===== config.mk =====
export PLATFORM = sky130hd
export DESIGN_NAME = iir_transposed_df2_filter_unit_flat
export DESIGN_NICKNAME = d
export VERILOG_FILES = /design/src/itdf2_pkg.sv /design/src/itdf2_req_if.sv /design/src/itdf2_rsp_if.sv /design/src/itdf2_csr_if.sv /design/src/itdf2_regs.sv /design/src/itdf2_ctrl.sv /design/src/itdf2_dpath.sv /design/src/iir_transposed_df2_filter_unit.sv /design/src/flat_wrapper.sv
export SDC_FILE = /design/constraint.sdc
export NUM_CORES = 2
export LEC_CHECK = 0
export BUFFER_PORTS_ARGS = -buffer_cell sky130_fd_sc_hd__buf_2
export CORE_UTILIZATION = 45
export CTS_BUF_LIST = sky130_fd_sc_hd__clkbuf_8
export DETAILED_ROUTE_END_ITERATION = 16
export PLACE_DENSITY_LB_ADDON = 0.15
export SYNTH_ARGS = -nofsm -noshare
export SYNTH_HDL_FRONTEND = slang
export SYNTH_SLANG_ARGS = --single-unit
export TNS_END_PERCENT = 10

===== constraint.sdc =====
create_clock -name clock -period 9.6 [get_ports clock]
set_input_delay 0.48 -clock clock [delete_from_list [all_inputs] [get_ports clock]]
set_output_delay 0.48 -clock clock [all_outputs]
set_load 0.03 [all_outputs]

===== src/itdf2_pkg.sv =====
// ----------------------------------------------------------------------------
// itdf2_pkg
// Shared types and constants of the transposed direct form II biquad.
// ----------------------------------------------------------------------------
package itdf2_pkg;

   // Field widths
   localparam int SAMPLE_W  = 16;
   localparam int COEF_W    = 18;
   localparam int DELAY_W   = 40;
   localparam int ACC_W     = 41;   // b0*x + s0
   localparam int MUL_B_W   = 25;   // second multiplier operand
   localparam int PROD_W    = 43;   // COEF_W + MUL_B_W
   localparam int SUM_W     = 59;   // scale * acc
   localparam int TMP_W     = 42;   // delay term before saturation
   localparam int LO_BITS   = 24;   // low slice of acc for the split product
   localparam int Y_SHIFT   = 28;
   localparam int TERM_W    = 1;    // term index, covers filter orders 1 and 2

   // Register file
   localparam int NUM_REGS  = 6;
   localparam int CSR_IDX_W = 3;

   localparam logic [CSR_IDX_W-1:0] REG_SCALE  = 3'd0;
   localparam logic [CSR_IDX_W-1:0] REG_FEED_0 = 3'd1;
   localparam logic [CSR_IDX_W-1:0] REG_FEED_1 = 3'd2;
   localparam logic [CSR_IDX_W-1:0] REG_FEED_2 = 3'd3;
   localparam logic [CSR_IDX_W-1:0] REG_BACK_1 = 3'd4;
   localparam logic [CSR_IDX_W-1:0] REG_BACK_2 = 3'd5;

   localparam logic signed [COEF_W-1:0] REG_RESET [NUM_REGS] = '{
      18'sd16384, 18'sd8192, 18'sd4096, 18'sd1638, 18'sd8192, 18'sd4915
   };

   localparam logic signed [PROD_W-1:0] ROUND_HALF = 43'sd134217728; // 2^27

   // Sequencer states
   typedef enum logic [2:0] {
      ST_IDLE,
      ST_ACC,
      ST_LO,
      ST_HI,
      ST_Y,
      ST_TERM_A,
      ST_TERM_U,
      ST_HOLD
   } state_type;

   // What the datapath does with the registered product
   typedef enum logic [2:0] {
      OP_NONE,
      OP_ACC,
      OP_LO,
      OP_Y,
      OP_T,
      OP_UPD
   } op_type;

   // Second multiplier operand
   typedef enum logic [2:0] {
      B_X_IN,
      B_X,
      B_ACC_LO,
      B_ACC_HI,
      B_Y
   } bsel_type;

   typedef struct packed {
      logic                  load_x;
      op_type                op;
      bsel_type              b_sel;
      logic [CSR_IDX_W-1:0]  coef_sel;
      logic [TERM_W-1:0]     term;
      logic                  load_out;
   } cmd_type;

endpackage


===== src/itdf2_req_if.sv =====
// ----------------------------------------------------------------------------
// itdf2_req_if
// Input sample channel.
// ----------------------------------------------------------------------------
interface itdf2_req_if;
   logic                                    valid;
   logic                                    ready;
   logic signed [itdf2_pkg::SAMPLE_W-1:0]   sample_in;

   modport source (output valid, output sample_in, input ready);
   modport sink   (input valid, input sample_in, output ready);
endinterface


===== src/itdf2_rsp_if.sv =====
// ----------------------------------------------------------------------------
// itdf2_rsp_if
// Filtered sample channel.
// ----------------------------------------------------------------------------
interface itdf2_rsp_if;
   logic                                    valid;
   logic                                    ready;
   logic signed [itdf2_pkg::SAMPLE_W-1:0]   sample_out;

   modport source (output valid, output sample_out, input ready);
   modport sink   (input valid, input sample_out, output ready);
endinterface


===== src/itdf2_csr_if.sv =====
// ----------------------------------------------------------------------------
// itdf2_csr_if
// Register write channel.
// ----------------------------------------------------------------------------
interface itdf2_csr_if;
   logic                                    valid;
   logic                                    ready;
   logic [itdf2_pkg::CSR_IDX_W-1:0]         index;
   logic [itdf2_pkg::COEF_W-1:0]            data;

   modport source (output valid, output index, output data, input ready);
   modport sink   (input valid, input index, input data, output ready);
endinterface


===== src/itdf2_regs.sv =====
// ----------------------------------------------------------------------------
// itdf2_regs
// Coefficient and scale registers, written over the register channel.
// ----------------------------------------------------------------------------
module itdf2_regs (
   input  logic                                  clock,
   input  logic                                  reset,
   input  logic                                  wr_valid,
   output logic                                  wr_ready,
   input  logic [itdf2_pkg::CSR_IDX_W-1:0]       wr_index,
   input  logic [itdf2_pkg::COEF_W-1:0]          wr_data,
   output logic signed [itdf2_pkg::COEF_W-1:0]   coef [itdf2_pkg::NUM_REGS]
);

   logic signed [itdf2_pkg::COEF_W-1:0] reg_ff [itdf2_pkg::NUM_REGS];

   assign wr_ready = 1'b1;

   // Write on every beat; drop indexes beyond the list
   always_ff @(posedge clock) begin
      if (reset) begin
         reg_ff <= itdf2_pkg::REG_RESET;
      end else if (wr_valid && wr_index < itdf2_pkg::CSR_IDX_W'(itdf2_pkg::NUM_REGS)) begin
         reg_ff[wr_index] <= wr_data;
      end
   end

   assign coef = reg_ff;

endmodule


===== src/itdf2_ctrl.sv =====
// ----------------------------------------------------------------------------
// itdf2_ctrl
// Sequencer: steps the shared multiplier through one sample and owns the
// result valid flag.
// ----------------------------------------------------------------------------
module itdf2_ctrl #(
   parameter int ORDER = 2
) (
   input  logic                clock,
   input  logic                reset,
   input  logic                req_valid,
   output logic                req_ready,
   output logic                rsp_valid,
   input  logic                rsp_ready,
   output itdf2_pkg::cmd_type  cmd
);

   itdf2_pkg::state_type              state_ff, state_in;
   logic [itdf2_pkg::TERM_W-1:0]      term_ff, term_in;
   logic                              rsp_valid_ff, rsp_valid_in;
   logic                              out_free;
   logic                              last_term;

   assign out_free  = !rsp_valid_ff || rsp_ready;
   assign last_term = (term_ff == itdf2_pkg::TERM_W'(ORDER - 1));

   // State, term counter and result flag
   always_ff @(posedge clock) begin
      if (reset) begin
         state_ff     <= itdf2_pkg::ST_IDLE;
         term_ff      <= '0;
         rsp_valid_ff <= 1'b0;
      end else begin
         state_ff     <= state_in;
         term_ff      <= term_in;
         rsp_valid_ff <= rsp_valid_in;
      end
   end

   // Next state and commands
   always_comb begin
      state_in     = state_ff;
      term_in      = term_ff;
      req_ready    = 1'b0;
      cmd          = '0;
      cmd.op       = itdf2_pkg::OP_NONE;
      cmd.b_sel    = itdf2_pkg::B_X;
      cmd.coef_sel = itdf2_pkg::REG_SCALE;
      cmd.term     = term_ff;
      case (state_ff)
         itdf2_pkg::ST_IDLE: begin
            req_ready    = 1'b1;
            cmd.b_sel    = itdf2_pkg::B_X_IN;
            cmd.coef_sel = itdf2_pkg::REG_FEED_0;
            if (req_valid) begin
               cmd.load_x = 1'b1;
               state_in   = itdf2_pkg::ST_ACC;
            end
         end
         itdf2_pkg::ST_ACC: begin
            cmd.op   = itdf2_pkg::OP_ACC;
            state_in = itdf2_pkg::ST_LO;
         end
         itdf2_pkg::ST_LO: begin
            cmd.b_sel    = itdf2_pkg::B_ACC_LO;
            cmd.coef_sel = itdf2_pkg::REG_SCALE;
            state_in     = itdf2_pkg::ST_HI;
         end
         itdf2_pkg::ST_HI: begin
            cmd.op       = itdf2_pkg::OP_LO;
            cmd.b_sel    = itdf2_pkg::B_ACC_HI;
            cmd.coef_sel = itdf2_pkg::REG_SCALE;
            state_in     = itdf2_pkg::ST_Y;
         end
         itdf2_pkg::ST_Y: begin
            cmd.op       = itdf2_pkg::OP_Y;
            cmd.b_sel    = itdf2_pkg::B_X;
            cmd.coef_sel = itdf2_pkg::REG_FEED_1;
            term_in      = '0;
            state_in     = itdf2_pkg::ST_TERM_A;
         end
         itdf2_pkg::ST_TERM_A: begin
            cmd.op       = itdf2_pkg::OP_T;
            cmd.b_sel    = itdf2_pkg::B_Y;
            cmd.coef_sel = itdf2_pkg::REG_BACK_1 + itdf2_pkg::CSR_IDX_W'(term_ff);
            state_in     = itdf2_pkg::ST_TERM_U;
         end
         itdf2_pkg::ST_TERM_U: begin
            // issue the feed product of the following term
            cmd.op       = itdf2_pkg::OP_UPD;
            cmd.b_sel    = itdf2_pkg::B_X;
            cmd.coef_sel = itdf2_pkg::REG_FEED_1 + itdf2_pkg::CSR_IDX_W'(term_ff)
                           + itdf2_pkg::CSR_IDX_W'(1);
            if (!last_term) begin
               term_in  = term_ff + itdf2_pkg::TERM_W'(1);
               state_in = itdf2_pkg::ST_TERM_A;
            end else if (out_free) begin
               cmd.load_out = 1'b1;
               state_in     = itdf2_pkg::ST_IDLE;
            end else begin
               state_in = itdf2_pkg::ST_HOLD;
            end
         end
         itdf2_pkg::ST_HOLD: begin
            if (out_free) begin
               cmd.load_out = 1'b1;
               state_in     = itdf2_pkg::ST_IDLE;
            end
         end
         default: begin
            state_in = itdf2_pkg::ST_IDLE;
         end
      endcase
   end

   // Raise on a new result, drop when the beat is taken
   always_comb begin
      if (cmd.load_out) begin
         rsp_valid_in = 1'b1;
      end else if (rsp_ready) begin
         rsp_valid_in = 1'b0;
      end else begin
         rsp_valid_in = rsp_valid_ff;
      end
   end

   assign rsp_valid = rsp_valid_ff;

   a_accept_starts: assert property (@(posedge clock) disable iff (reset)
      (req_valid && req_ready) |=> state_ff == itdf2_pkg::ST_ACC)
      else $error("accepted sample did not start the sequence");

   a_load_free: assert property (@(posedge clock) disable iff (reset)
      cmd.load_out |-> (!rsp_valid_ff || rsp_ready))
      else $error("result loaded over an untaken beat");

   a_term_range: assert property (@(posedge clock) disable iff (reset)
      term_ff <= itdf2_pkg::TERM_W'(ORDER - 1))
      else $error("term index beyond filter order");

   a_valid_source: assert property (@(posedge clock) disable iff (reset)
      $rose(rsp_valid_ff) |-> $past(cmd.load_out))
      else $error("result valid raised without a load");

endmodule


===== src/itdf2_dpath.sv =====
// ----------------------------------------------------------------------------
// itdf2_dpath
// Datapath: shared 18x25 multiplier with registered product, accumulator,
// rounding and saturation, delay terms and result register.
// ----------------------------------------------------------------------------
module itdf2_dpath #(
   parameter int ORDER = 2
) (
   input  logic                                  clock,
   input  logic                                  reset,
   input  itdf2_pkg::cmd_type                    cmd,
   input  logic signed [itdf2_pkg::SAMPLE_W-1:0] sample_in,
   input  logic signed [itdf2_pkg::COEF_W-1:0]   coef [itdf2_pkg::NUM_REGS],
   output logic signed [itdf2_pkg::SAMPLE_W-1:0] sample_out
);

   localparam int SW  = itdf2_pkg::SAMPLE_W;
   localparam int BW  = itdf2_pkg::MUL_B_W;
   localparam int AW  = itdf2_pkg::ACC_W;
   localparam int DW  = itdf2_pkg::DELAY_W;
   localparam int PW  = itdf2_pkg::PROD_W;
   localparam int SUW = itdf2_pkg::SUM_W;
   localparam int TW  = itdf2_pkg::TMP_W;
   localparam int LB  = itdf2_pkg::LO_BITS;
   localparam int YS  = itdf2_pkg::Y_SHIFT;
   localparam int HIW = SUW - LB;            // bits of scale * acc high slice

   logic signed [SW-1:0]  x_ff;
   logic signed [PW-1:0]  p_ff;
   logic signed [AW-1:0]  acc_ff;
   logic signed [PW-1:0]  lo_ff;
   logic signed [SW-1:0]  y_ff;
   logic signed [TW-1:0]  t_ff;
   logic signed [DW-1:0]  delay_ff [ORDER];
   logic signed [SW-1:0]  out_ff;

   logic signed [itdf2_pkg::COEF_W-1:0] mul_a;
   logic signed [BW-1:0]  mul_b;
   logic signed [PW-1:0]  mul_p;
   logic signed [DW-1:0]  delay_ext [ORDER+1];
   logic signed [DW-1:0]  next_term;
   logic [SUW-1:0]        sum_y;
   logic [SW-1:0]         y_sat;
   logic [TW-1:0]         upd_raw;
   logic [DW-1:0]         upd_sat;

   // Operand selection
   always_comb begin
      if (cmd.coef_sel < itdf2_pkg::CSR_IDX_W'(itdf2_pkg::NUM_REGS)) begin
         mul_a = coef[cmd.coef_sel];
      end else begin
         mul_a = '0;
      end
      case (cmd.b_sel)
         itdf2_pkg::B_X_IN:   mul_b = {{(BW-SW){sample_in[SW-1]}}, sample_in};
         itdf2_pkg::B_X:      mul_b = {{(BW-SW){x_ff[SW-1]}}, x_ff};
         itdf2_pkg::B_ACC_LO: mul_b = {{(BW-LB){1'b0}}, acc_ff[LB-1:0]};
         itdf2_pkg::B_ACC_HI: mul_b = {{(BW-(AW-LB)){acc_ff[AW-1]}}, acc_ff[AW-1:LB]};
         itdf2_pkg::B_Y:      mul_b = {{(BW-SW){y_ff[SW-1]}}, y_ff};
         default:             mul_b = '0;
      endcase
   end

   assign mul_p = mul_a * mul_b;

   // Register the product every cycle
   always_ff @(posedge clock) begin
      p_ff <= mul_p;
   end

   // Pick the older delay term feeding term k; past the last one it is zero
   always_comb begin
      for (int i = 0; i < ORDER; i++) begin
         delay_ext[i] = delay_ff[i];
      end
      delay_ext[ORDER] = '0;
      next_term = '0;
      for (int i = 0; i < ORDER; i++) begin
         if (cmd.term == itdf2_pkg::TERM_W'(i)) begin
            next_term = delay_ext[i+1];
         end
      end
   end

   // Recombine the split scale product, round and saturate y
   always_comb begin
      sum_y = {p_ff[HIW-1:0], {LB{1'b0}}} + {{(SUW-PW){lo_ff[PW-1]}}, lo_ff};
      if (&sum_y[SUW-1:YS+SW-1] || ~|sum_y[SUW-1:YS+SW-1]) begin
         y_sat = sum_y[YS+SW-1:YS];
      end else if (sum_y[SUW-1]) begin
         y_sat = {1'b1, {(SW-1){1'b0}}};
      end else begin
         y_sat = {1'b0, {(SW-1){1'b1}}};
      end
   end

   // Delay term update with saturation to the delay width
   always_comb begin
      upd_raw = t_ff - p_ff[TW-1:0];
      if (&upd_raw[TW-1:DW-1] || ~|upd_raw[TW-1:DW-1]) begin
         upd_sat = upd_raw[DW-1:0];
      end else if (upd_raw[TW-1]) begin
         upd_sat = {1'b1, {(DW-1){1'b0}}};
      end else begin
         upd_sat = {1'b0, {(DW-1){1'b1}}};
      end
   end

   // Working registers
   always_ff @(posedge clock) begin
      if (cmd.load_x) begin
         x_ff <= sample_in;
      end
      case (cmd.op)
         itdf2_pkg::OP_ACC: acc_ff <= p_ff[AW-1:0] + {delay_ff[0][DW-1], delay_ff[0]};
         itdf2_pkg::OP_LO:  lo_ff  <= p_ff + itdf2_pkg::ROUND_HALF;
         itdf2_pkg::OP_Y:   y_ff   <= y_sat;
         itdf2_pkg::OP_T:   t_ff   <= {{(TW-DW){next_term[DW-1]}}, next_term} + p_ff[TW-1:0];
         default: begin
         end
      endcase
      if (cmd.load_out) begin
         out_ff <= y_ff;
      end
   end

   // Delay terms, cleared at reset
   always_ff @(posedge clock) begin
      if (reset) begin
         for (int i = 0; i < ORDER; i++) begin
            delay_ff[i] <= '0;
         end
      end else if (cmd.op == itdf2_pkg::OP_UPD) begin
         for (int i = 0; i < ORDER; i++) begin
            if (cmd.term == itdf2_pkg::TERM_W'(i)) begin
               delay_ff[i] <= upd_sat;
            end
         end
      end
   end

   assign sample_out = out_ff;

endmodule


===== src/iir_transposed_df2_filter_unit.sv =====
// ----------------------------------------------------------------------------
// iir_transposed_df2_filter_unit
// Second-order IIR filter, transposed direct form II, Q1.15 in and out.
// ----------------------------------------------------------------------------
// One sample is accepted when the unit is idle and gives one filtered sample.
// All products go through a single 18x25 multiplier with a registered output,
// one at a time: one product for b0*x, two for the split scale*acc product,
// and a feed and a feedback product per delay term. The result sits in an
// output register, so the next sample is taken while the previous result
// waits to be read; the unit only stalls when a second result is done before
// the first is taken. Coefficients are to be written over the register
// channel while the unit is idle; the unit itself does not enforce this.
// ----------------------------------------------------------------------------
module iir_transposed_df2_filter_unit #(
   parameter int ORDER = 2
) (
   input  logic              clock,
   input  logic              reset,
   itdf2_req_if.sink         req_bus,
   itdf2_rsp_if.source       rsp_bus,
   itdf2_csr_if.sink         csr_bus
);

   itdf2_pkg::cmd_type                   cmd;
   logic signed [itdf2_pkg::COEF_W-1:0]  coef [itdf2_pkg::NUM_REGS];

   // Coefficient registers
   itdf2_regs u_regs (
      .clock    (clock),
      .reset    (reset),
      .wr_valid (csr_bus.valid),
      .wr_ready (csr_bus.ready),
      .wr_index (csr_bus.index),
      .wr_data  (csr_bus.data),
      .coef     (coef)
   );

   // Sequencer
   itdf2_ctrl #(
      .ORDER (ORDER)
   ) u_ctrl (
      .clock     (clock),
      .reset     (reset),
      .req_valid (req_bus.valid),
      .req_ready (req_bus.ready),
      .rsp_valid (rsp_bus.valid),
      .rsp_ready (rsp_bus.ready),
      .cmd       (cmd)
   );

   // Arithmetic
   itdf2_dpath #(
      .ORDER (ORDER)
   ) u_dpath (
      .clock      (clock),
      .reset      (reset),
      .cmd        (cmd),
      .sample_in  (req_bus.sample_in),
      .coef       (coef),
      .sample_out (rsp_bus.sample_out)
   );

endmodule

===== src/flat_wrapper.sv =====
// flat-port wrapper written by rule: the top's interface ports become plain ports
module iir_transposed_df2_filter_unit_flat 
#(
   parameter int ORDER = 2
)
  (clock, reset, req_bus_valid, req_bus_sample_in, req_bus_ready, rsp_bus_valid, rsp_bus_sample_out, rsp_bus_ready, csr_bus_valid, csr_bus_index, csr_bus_data, csr_bus_ready);
  itdf2_req_if req_bus_i ();
  itdf2_rsp_if rsp_bus_i ();
  itdf2_csr_if csr_bus_i ();
  input  logic clock;
  input  logic reset;
  input wire logic [$bits(req_bus_i.valid)-1:0] req_bus_valid;
  input wire logic [$bits(req_bus_i.sample_in)-1:0] req_bus_sample_in;
  output wire logic [$bits(req_bus_i.ready)-1:0] req_bus_ready;
  output wire logic [$bits(rsp_bus_i.valid)-1:0] rsp_bus_valid;
  output wire logic [$bits(rsp_bus_i.sample_out)-1:0] rsp_bus_sample_out;
  input wire logic [$bits(rsp_bus_i.ready)-1:0] rsp_bus_ready;
  input wire logic [$bits(csr_bus_i.valid)-1:0] csr_bus_valid;
  input wire logic [$bits(csr_bus_i.index)-1:0] csr_bus_index;
  input wire logic [$bits(csr_bus_i.data)-1:0] csr_bus_data;
  output wire logic [$bits(csr_bus_i.ready)-1:0] csr_bus_ready;
  assign req_bus_i.valid = req_bus_valid;
  assign req_bus_i.sample_in = req_bus_sample_in;
  assign req_bus_ready = req_bus_i.ready;
  assign rsp_bus_valid = rsp_bus_i.valid;
  assign rsp_bus_sample_out = rsp_bus_i.sample_out;
  assign rsp_bus_i.ready = rsp_bus_ready;
  assign csr_bus_i.valid = csr_bus_valid;
  assign csr_bus_i.index = csr_bus_index;
  assign csr_bus_i.data = csr_bus_data;
  assign csr_bus_ready = csr_bus_i.ready;
  iir_transposed_df2_filter_unit #(.ORDER(ORDER)) u_core (.clock(clock), .reset(reset), .req_bus(req_bus_i), .rsp_bus(rsp_bus_i), .csr_bus(csr_bus_i));
endmodule

==> results.md <==
- Worst-path clk slew: 0.05 ns
- Worst slew pin tran: between 1 and 1.5 ns
- Top-count cell post-synth: nand2_1
- Worst setup SP type: flip-flop
- CP max stage cell: o21ai_2
- Sw Share: 0.480
- Vias in the first global route: around 30000
- Post-layout min period: 9.01 ns
- Skew final: 0.0494 ns
- Max Buffers Root-to-Sink: 3
- Synth top cells by count: 652 x nand2_1, 620 x inv_1, 444 x fa_1, 288 x a21oi_1, 276 x nor2_1
- Seq cells post-synth: 386
- Crit path largest cell delay: a little under 0.9 ns
- Placed instance count: 5146
- Layout Nets: around 4900
- Drt pass-1 iters: 7
- Clock power frac: 0.169
- Setup ws final: 0.587 ns
- Die Wd: 291 um
- Grt ovf: 0
- Worst VDD drop: between 0.15 and 0.2 mV
- Required time worst endpoint: 10.22 ns
- Met2 Use GR: 0.458
- Busiest grt layer: met2
- Max-slew violation count: 0
- Port buffer count: 59
- Setup CP Type: flip-flop to flip-flop
- TNS Setup: 0 ns
- Leak Pwr: about 19 nW
- Pwr/cell area: 240 mW/mm2
- Ys Warns: 0
- Async S/R FF share, synth: 0
- Clk root buf: clkbuf_8
- Vias post-DR: 29200
- Detailed-route vias per instance: 5.52
- Routed Antenna Nets: 0
- CP top delay family: compound AO/OA/AOI/OAI gates
- DRC: 0
- CP bufs+invs: 4
- Layout cell share with drive strength beyond 1: 0.0713
- Die height: 291 um
- Fill cells: 7845
- Post-CTS Resized: 0
- Slew margin rel.: 0.220
- CTS buffer count: 75
- Placeable Area: 0.0824 mm2
- Netlist Area Pre-Place: 0.0376 mm2
- TritonCTS clock tree: built
- Mapped Avg Cell Area: 9.21 um2
- Syn_nets: 4828
- Pin count of the biggest net entering global routing: 73
- First-pass GRT wire length: 180 mm
- CP Capture Type: flip-flop
- Finished Layout Cells: 5291
- Fin Hold WS: about 0.053 ns
- Area leader, netlist: fa_1
- EDFF count, synth: 230
- Final hold viol count: 0
- Post-layout util: 0.497
- Syn Inst Count: 4079
- DRT iter0 DRCs: roughly 2200
- Worst-path fanout max: 36
- Clock sink count: 386
- I/O pin cnt: between 60 and 70
- Initial antenna violation count: 5
- Run status: finished clean
- Synth top area cells: fa_1 24%, edfxtp_1 18%, ha_1 8.8%, dfxtp_1 8.3%, nand2_1 6.5%
- Placement Rows: 105
- Gate power share: 0.587
- Synth-to-layout area growth: 8.87%
- WL/cell: 22.3 um
- Worst slack, placed: approximately 0.6 ns
- Max Cap Viol: 0
- Worst skew pair latency: between 0.7 and 0.8 ns
- Sw power: between 4 and 5 mW
- Top cell by count, worst path: fa_1
- Main flop type after synthesis: edfxtp_1
- Die area: 0.0846 mm2
- Met3 usage: 0.0483
- Final HPWL DP: about 95 mm
- Yosys cell types: between 70 and 80
- Sequential fraction of the synthesis area: 0.267
- RSZ-0062 raised after global routing: false
- M1 GR Usage: 0.380
- Tot GR Track Use: 0.284
- Yosys top cell area share: 0.237
- Reg2reg setup slack: 0.59 ns
- Achievable Freq: 111 MHz
- Final setup violation count: 0
- Min-delay worst type: input pin to flip-flop
- Initial Utilization: 0.456
- Critical Path AT: 9.63 ns
- Final period util: 0.939
- Gpl congestion: 0.965
- CTS HTree Levels: 3
- Routed WL: around 120 mm
- Internal power: 5.11 mW
- Seq pwr share: 0.244
==> layout by cell type, fill, tap and decap left out, types with 16 or more instances in the layout <==
master,n
a21oi_1,286
xnor2_1,147
and2_1,31
nor3_1,22
buf_4,81
buf_2,58
a21o_1,110
fa_1,444
and4_1,20
and3_1,26
mux4_2,18
nand4_1,25
inv_1,648
nand2b_1,27
nand2_1,651
o21bai_1,27
nand3_1,54
clkbuf_8,85
edfxtp_1,230
xor2_1,56
dfxtp_1,155
ha_1,263
a22oi_1,17
a211oi_1,16
a31oi_1,24
nor2_1,273
nor2b_1,65
o21a_1,31
o21ai_0,103
nand3b_1,17
mux2i_1,20
==> flip-flops by register name, indices dropped and copies added (netlist names) <==
signal,cells
u_core.u_dpath.y_ff,16
u_core.u_dpath.t_ff,42
u_core.u_dpath.acc_ff,41
u_core.u_dpath.x_ff,16
u_core.u_ctrl.last_term,1
u_core.u_regs.coef,108
u_core.u_ctrl.state_ff,3
u_core.u_ctrl.rsp_valid,1
u_core.u_dpath.p_ff,43
u_core.u_dpath.sample_out,16
u_core.u_dpath.delay_ff,80
u_core.u_dpath.lo_ff,19
==> stage by stage <==
stage | power (mW) | instance area, um2
2_1_floorplan | 6.20 | 37600
3_3_place_gp | 8.12 | 39400
3_5_place_dp | 8.08 | 39400
4_1_cts | 9.82 | 40900
5_1_grt | 10.5 | 40900
6_report | 9.82 | 40900
==> worst paths after layout <==
path / startpoint / to / cells past startpoint
worst max-delay path: u_core.u_ctrl.state_ff[0] / u_core.u_dpath.p_ff[41] / 27
worst min-delay path: req_bus_sample_in[14] / u_core.u_dpath.x_ff[14] / 1
worst max register to register: u_core.u_ctrl.state_ff[0] / u_core.u_dpath.p_ff[41] / 27
worst min register to register: u_core.u_regs.coef[82] / u_core.u_regs.coef[82] / 2
==> routing by layer <==
metal | vias to the layer above | share of wire
met5 | - | 0.00027
met4 | 4 | 0.040
met3 | 200 | 0.070
met2 | 1008 | 0.46
met1 | 14500 | 0.43
li1 | 13500 | -
==> cell type report <==
cell class / count / area [um2] / area share
diodes: 1 / 2.50 / 0.0000612
inverters: 620 / 2330 / 0.0569
clock buffers: 85 / 1170 / 0.0286
well taps: 1070 / 1340 / 0.0327
flip-flops and latches: 386 / 10000 / 0.245
repair buffers: 149 / 1020 / 0.0249
clock inverters: 51 / 293 / 0.00716
multi-input cells: 2929 / 24700 / 0.604
==> worst reg2reg max path, delay by kind of cell, from the launching register on <==
family / cells / cell delay (ns)
AO/OA/AOI/OAI: 11 / 3.77
flip-flops: 1 / 0.55
XOR/XNOR: 1 / 0.14
multiplexers: 2 / 0.38
adder cells (fa/ha/maj): 7 / 3.20
buffers and inverters: 4 / 0.39
AND/OR/NAND/NOR: 2 / 0.52
==> cells by family (layout without fill, tap and decap cells) <==
kind of cell,Yosys count,in the layout,synth area share
AOI/OAI and AO/OA,737,737,0.123
muxes,39,39,0.0164
other,1,2,0.0000998
DFF,386,386,0.267
adders and majority gates,707,707,0.324
xor gates and xnor gates,203,203,0.0473
buffers and inverters,764,905,0.0769
and+or+nand+nor,1242,1242,0.145
==> what timing repair did <==
item                      in CTS  in global routing
hold endpoints to repair       8                  0
hold buffers                   8                  0
setup buffers                  0                  0
==> power by group through the flow <==
stage	clock network [mW]	logic, mW	registers (mW)
floorplan	0	3.99	2.21
global placement	0	5.70	2.42
detailed placement	0	5.67	2.42
CTS	1.69	5.74	2.39
global route	1.75	6.36	2.40
finish	1.66	5.76	2.39
(Power assumes the default switching activity.)
